<file path="src/hw/rtl/dvp_pkg.sv">
`default_nettype none
package dvp_pkg;

  localparam int DIR_W  = 32;
  localparam int COEF_W = 32;
  localparam int CFG_W  = 64;
  localparam int NREG   = 8;
  localparam int IDX_W  = 3;
  localparam int PIX_W  = 16;
  localparam int SIZE_W = 15;
  localparam int VAL_W  = 64;
  localparam int ACC_W  = 66;
  localparam int QB     = 15;
  localparam int NUM_W  = VAL_W + SIZE_W + 1;

  localparam int XF_LAT  = 3;
  localparam int CTR_LAT = 6;
  localparam int DIV_LAT = 3 + QB;
  localparam int LATENCY = XF_LAT + DIV_LAT + 1;

  localparam int DEF_VIEW_WIDTH  = 1024;
  localparam int DEF_VIEW_HEIGHT = 768;

  localparam logic signed [ACC_W-1:0] W_MIN    = 66'sd87960931;
  localparam logic        [PIX_W-1:0] PIX_MAX  = 16'd32767;
  localparam logic        [27:0]      FIVE_P12 = 28'd244140625;

  // Register indexes
  localparam logic [IDX_W-1:0] REG_ROW_X_01 = 3'd0;
  localparam logic [IDX_W-1:0] REG_ROW_X_23 = 3'd1;
  localparam logic [IDX_W-1:0] REG_ROW_Y_01 = 3'd2;
  localparam logic [IDX_W-1:0] REG_ROW_Y_23 = 3'd3;
  localparam logic [IDX_W-1:0] REG_ROW_Z_01 = 3'd4;
  localparam logic [IDX_W-1:0] REG_ROW_Z_23 = 3'd5;
  localparam logic [IDX_W-1:0] REG_ROW_W_01 = 3'd6;
  localparam logic [IDX_W-1:0] REG_ROW_W_23 = 3'd7;

  localparam logic [CFG_W-1:0] ONE_LO = 64'h0000_0000_0001_0000;
  localparam logic [CFG_W-1:0] ONE_HI = 64'h0001_0000_0000_0000;

  typedef logic [NREG-1:0][CFG_W-1:0] mat_t;

  typedef struct packed {
    logic             vis;
    logic [VAL_W-1:0] ax;
    logic [VAL_W-1:0] ay;
    logic [VAL_W-1:0] w;
    logic [VAL_W-1:0] num_x;
    logic [VAL_W-1:0] num_y;
  } proj_t;

endpackage
`default_nettype wire

</file>
<file path="src/hw/rtl/dvp_div.sv">
`default_nettype none
module dvp_div import dvp_pkg::*; #(
  parameter int SIZE = DEF_VIEW_WIDTH
) (
  input  wire logic             clk,
  input  wire logic [VAL_W-1:0] num,
  input  wire logic [VAL_W-1:0] w,
  output logic      [QB-1:0]    q,
  output logic                  sat
);

  localparam int H  = VAL_W / 2;
  localparam int PW = H + SIZE_W;
  localparam logic [SIZE_W-1:0] SIZE_C = SIZE_W'(SIZE);

  logic [PW-1:0]    plo_r, phi_r;
  logic [VAL_W-1:0] wa_r;
  logic [NUM_W-1:0] n_r;
  logic [VAL_W:0]   d_r;
  logic [NUM_W-1:0] rem_r [QB+1];
  logic [VAL_W:0]   dd_r  [QB+1];
  logic [QB-1:0]    q_r   [QB+1];
  logic             sat_r [QB+1];

  always_ff @(posedge clk) begin
    plo_r <= PW'(num[H-1:0])     * PW'(SIZE_C);
    phi_r <= PW'(num[VAL_W-1:H]) * PW'(SIZE_C);
    wa_r  <= w;
  end

  always_ff @(posedge clk) begin
    n_r <= NUM_W'(plo_r) + (NUM_W'(phi_r) << H);
    d_r <= {wa_r, 1'b0};
  end

  // A quotient that needs more than QB bits saturates
  always_ff @(posedge clk) begin
    rem_r[0] <= n_r;
    dd_r[0]  <= d_r;
    q_r[0]   <= '0;
    sat_r[0] <= n_r >= (NUM_W'(d_r) << QB);
  end

  for (genvar k = 1; k <= QB; k++) begin : g_step
    logic [NUM_W-1:0] sh;
    logic             ge;
    assign sh = NUM_W'(dd_r[k-1]) << (QB - k);
    assign ge = rem_r[k-1] >= sh;
    always_ff @(posedge clk) begin
      rem_r[k] <= ge ? rem_r[k-1] - sh : rem_r[k-1];
      dd_r[k]  <= dd_r[k-1];
      q_r[k]   <= {q_r[k-1][QB-2:0], ge};
      sat_r[k] <= sat_r[k-1];
    end
  end

  assign q   = q_r[QB];
  assign sat = sat_r[QB];

endmodule
`default_nettype wire

</file>
<file path="config.mk">
export PLATFORM = sky130hd
export DESIGN_NAME = dvp_div
export DESIGN_NICKNAME = d
export VERILOG_FILES = /design/src/hw/rtl/dvp_pkg.sv /design/src/hw/rtl/dvp_div.sv
export SDC_FILE = /design/constraint.sdc
export NUM_CORES = 2
export LEC_CHECK = 0
export ABC_AREA = 0
export BUFFER_PORTS_ARGS = -buffer_cell sky130_fd_sc_hd__buf_2
export CAP_MARGIN = 10
export CORE_MARGIN = 1.5
export CORE_UTILIZATION = 56
export CTS_CLUSTER_DIAMETER = 80
export DETAILED_ROUTE_END_ITERATION = 12
export PLACE_DENSITY = 0.71
export SYNTH_ARGS = -nofsm -noshare
export SYNTH_HDL_FRONTEND = slang
export SYNTH_SLANG_ARGS = --single-unit
</file>
<file path="constraint.sdc">
create_clock -name clk -period 4.7 [get_ports clk]
set_clock_uncertainty 0.15 [all_clocks]
set_input_delay 0.94 -clock clk [delete_from_list [all_inputs] [get_ports clk]]
set_output_delay 0.94 -clock clk [all_outputs]
set_load 0.01 [all_outputs]
</file>
==> reports/results.tsv <==
stage	metric	value	unit
drt	Via density	5.76	
timing	Pins Over Slew Limit	0	
timing	RSZ-0062 raised after global routing	no	
timing	worst setup margin	0.101	ns
setup_path	Critical Path AT	5.28	ns
drt	Iter 0 DRT Violations	7317	
timing	Slew HR	5.71	%
timing	worst slew pin tran	1.40	ns
clock_tree	CTS tree	built	
setup_path	FF-to-FF End	rem_r[1][68]	
setup_path	Most common cell on crit path	buf_4	
clock_tree	clock root buffer	clkbuf_16	
floorplan	area of the core	0.210	mm^2
place	# port buffers	144	
timing	# setup viols final	0	
synthesis	post-synthesis sequential area ratio	41.1	%
synthesis	Post-synth EDFFs	0	
clock_tree	CTS clk-pin slew, worst paths	0.06	ns
global_routing	GRT Overall Usage	31.3	%
timing	Final Hold Viols	0	
synthesis	Yosys top cell area share	41.1	%
floorplan	Die Span X	463	um
synthesis	yosys warns	0	
floorplan	Die Ht	463	um
min_path	worst hold path cell count	0	
drt	post-route ant nets	0	
setup_path	worst-path maximum fanout	9	
setup_path	Crit path largest cell delay	0.43	ns
place	RD Place Congestion	1.06	
global_routing	initial antenna violation count	4	
setup_path	required time worst endpoint	5.39	ns
synthesis	cell with the most instances after synthesis	dfxtp_1	
min_path	Hold Path End	q_r[1][17]	
global_routing	grt met3 use	3.18	%
drt	DRT Pass-1 Iters	9	
setup_path	reg2reg path depth	17	
global_routing	largest net degree at the start of global routing	109	
synthesis	number of register bits inferred by synthesis	2432	
setup_path	Worst path slowest cell	ha_2	
global_routing	met1 usage	32.1	%
power_and_ir_drop	Peak VDD IR	0.000492	V
place	worst slack, placed	-0.268	ns
floorplan	Initial Util	56.5	%
power_and_ir_drop	Leak Pwr	62.4	nW
timing	period utilization	97.9	%
setup_path	reg2reg start	dd_r[0][23]	
clock_tree	Clock Path Buffers	3	
setup_path	CP Class	flop to flop	
status	status	finished, final reports clean	
timing	Final Critical Period	4.60	ns
drt	Avg WL per Cell	20.2	um
setup_path	reg2reg setup slack	0.10	ns
setup_path	Setup crit end kind	flop	
synthesis	fraction of registers with async set/reset	0	%
layout	Fill cells	16862	
layout	Area Growth Syn to Fin	14.0	%
min_path	HP Class	flop to flop	
global_routing	remaining global-route overflow	0	
drt	WL final	349	mm
layout	fin util	64.4	%
min_path	min-delay src	q_r[1][1]	
synthesis	top cells by area, synth	dfxtp_1 41%, ha_1 11%, a21oi_1 6.4%, xnor2_1 4.2%, inv_1 4.1%	
place	DPL Wire Length	271	mm
job	max cap viols	0	
drt	vias	99548	
timing	hold slack final	0.170	ns
global_routing	GR Layer Usage met2	58.3	%
layout	Final nets	15432	
synthesis	cell accounting for the most synthesized area	dfxtp_1	
global_routing	vias in the first global route	100631	
global_routing	first-pass GRT wire length	538	mm
timing	fmax	217	MHz
clock_tree	Clk Latency, worst-skew pair	0.90	ns
synthesis	Netlist Area Pre-Place	0.119	mm^2
floorplan	# IOs	145	
global_routing	global route hottest layer	met2	
synthesis	Synth Instances	13773	
synthesis	syn_area_per_cell	8.61	um^2
setup_path	crit start category	flop	
synthesis	Synth Net Count	14928	
synthesis	Primary FF master, synth	dfxtp_1	
clock_tree	CTS H-Tree Depth	4	
floorplan	FP Rows	168	
synthesis	Post-synth top cells	2432 x dfxtp_1, 1514 x a21oi_1, 1292 x inv_1	
floorplan	die area	0.215	mm^2
layout	share of layout cells above drive strength 1	9.04	%
drt	# DRC	0	
clock_tree	CTS Sinks	2432	
power_and_ir_drop	pwr dens	697	mW/mm^2
clock_tree	CTS Buf Count	241	
setup_path	CP Cell Sequence	inv_1 > ha_2 > nand4_1 > nor4_2 > nand2_1 > a311oi_2 > buf_4 > o21ai_1 > o211ai_1 > a21oi_2 > o21ai_2 > buf_4 > buf_4 > inv_1 > o21ai_0 > xor2_1 > mux2_2	
synthesis	number of library cell types mapped by synthesis	101	
[sequential cells by signal (all words and copies together), names as in the netlist]
name   cells
d_r       64
dd_r     960
q_r      120
phi_r     32
plo_r     32
rem_r   1080
wa_r      64
sat_r     16
n_r       64
[how the worst max path moves through the flow]
| stage | cells after the start | slack, ns | from | to |
|---|---|---|---|---|
| floorplan | 13 | 0.88 | dd_r[5][66] | rem_r[12][5] |
| global placement | 15 | -0.22 | dd_r[2][3] | rem_r[5][44] |
| detailed placement | 15 | -0.27 | dd_r[2][3] | rem_r[5][44] |
| CTS | 18 | 0.09 | dd_r[0][15] | rem_r[1][58] |
| global route | 19 | 0.001 | rem_r[3][12] | rem_r[4][39] |
| finish | 17 | 0.10 | dd_r[0][23] | rem_r[1][68] |
[report_power, final]
| group | internal, mW | leakage, nW | total, mW | switching, mW |
|---|---|---|---|---|
| sequential | 25.8 | 20.5 | 29.0 | 3.28 |
| combinational | 18.7 | 37.7 | 44.7 | 26.0 |
| clock | 12.0 | 4.18 | 20.4 | 8.37 |
[cells by family (layout without fill, tap and decap cells)]
group	Yosys count	after routing	share of synthesized area, %
AO/OA/AOI/OAI	4048	4048	20.7
AND/OR/NAND/NOR	3374	3375	13.4
flip-flops	2432	2432	41.1
buffers and inverters	1853	2557	6.00
adder cells (fa/ha/maj)	1026	1026	10.9
XOR/XNOR	943	943	6.96
multiplexers	97	97	0.915
other	0	13	0
[repair_timing]
action,in CTS,in global routing
buffers inserted,3,4
cloned,1,1
gates resized for setup,5,26
setup endpoints to repair,80,180
hold endpoints to repair,128,0
pin swaps,0,6
hold buffers,128,0
[layout by cell type (no fill, tap or decap), drive strengths merged, types with 26 or more instances in the layout]
cell	n
a2111oi	34
a211oi	85
a21boi	35
a21o	587
a21oi	1516
a221oi	33
a31oi	120
and2	62
and3	85
and4	30
buf	685
bufinv	35
clkbuf	310
clkinv	75
dfxtp	2432
dlygate4sd3	128
ha	1012
inv	1306
mux2	91
nand2	1104
nand2b	114
nand3	182
nand4	319
nor2	909
nor2b	139
nor3	172
nor4	97
o211ai	53
o21a	95
o21ai	982
o21bai	192
o221ai	26
o31ai	64
or2	29
or3	46
xnor2	573
xor2	370
[cell type report]
class                   instances  area, um^2  share of cell area [%]
flip-flops and latches       2432       48700                    36.0
repair buffers                814        6390                    4.73
clock inverters               135        1930                    1.43
well taps                    2805        3510                    2.60
diodes                         13        32.5                  0.0241
multi-input cells            9489       63000                    46.6
inverters                    1299        4880                    3.61
clock buffers                 309        6670                    4.93
[stage by stage]
stage	total power, mW	std cells	instance area [um^2]	TNS, ns
6_report	94.1	17296	135000	0
5_1_grt	100	17294	135000	0
3_5_place_dp	72.7	16701	125000	-2.53
4_1_cts	93.5	17277	135000	0
3_3_place_gp	71.9	16701	125000	-0.871
2_1_floorplan	59.7	13773	119000	0
[worst max-delay path: cells and delay by family (launching register included)]
kind / cells / cell delay (ns)
xor+xnor: 1 / 0.38
mux: 1 / 0.25
fa+ha+maj: 1 / 0.43
flops: 1 / 0.39
buf+inv: 5 / 0.59
compound gates: 6 / 1.52
simple gates: 3 / 0.83
[layer usage]
| layer | part of all wire [%] | up-vias | wire [um] |
|---|---|---|---|
| li1 | - | 48774 | - |
| met5 | 0 | - | 0 |
| met1 | 37 | 45893 | 129000 |
| met4 | 8.8 | 0 | 30700 |
| met2 | 50 | 3725 | 176000 |
| met3 | 4.0 | 1156 | 14000 |
Power figures use the tool's default switching activity.
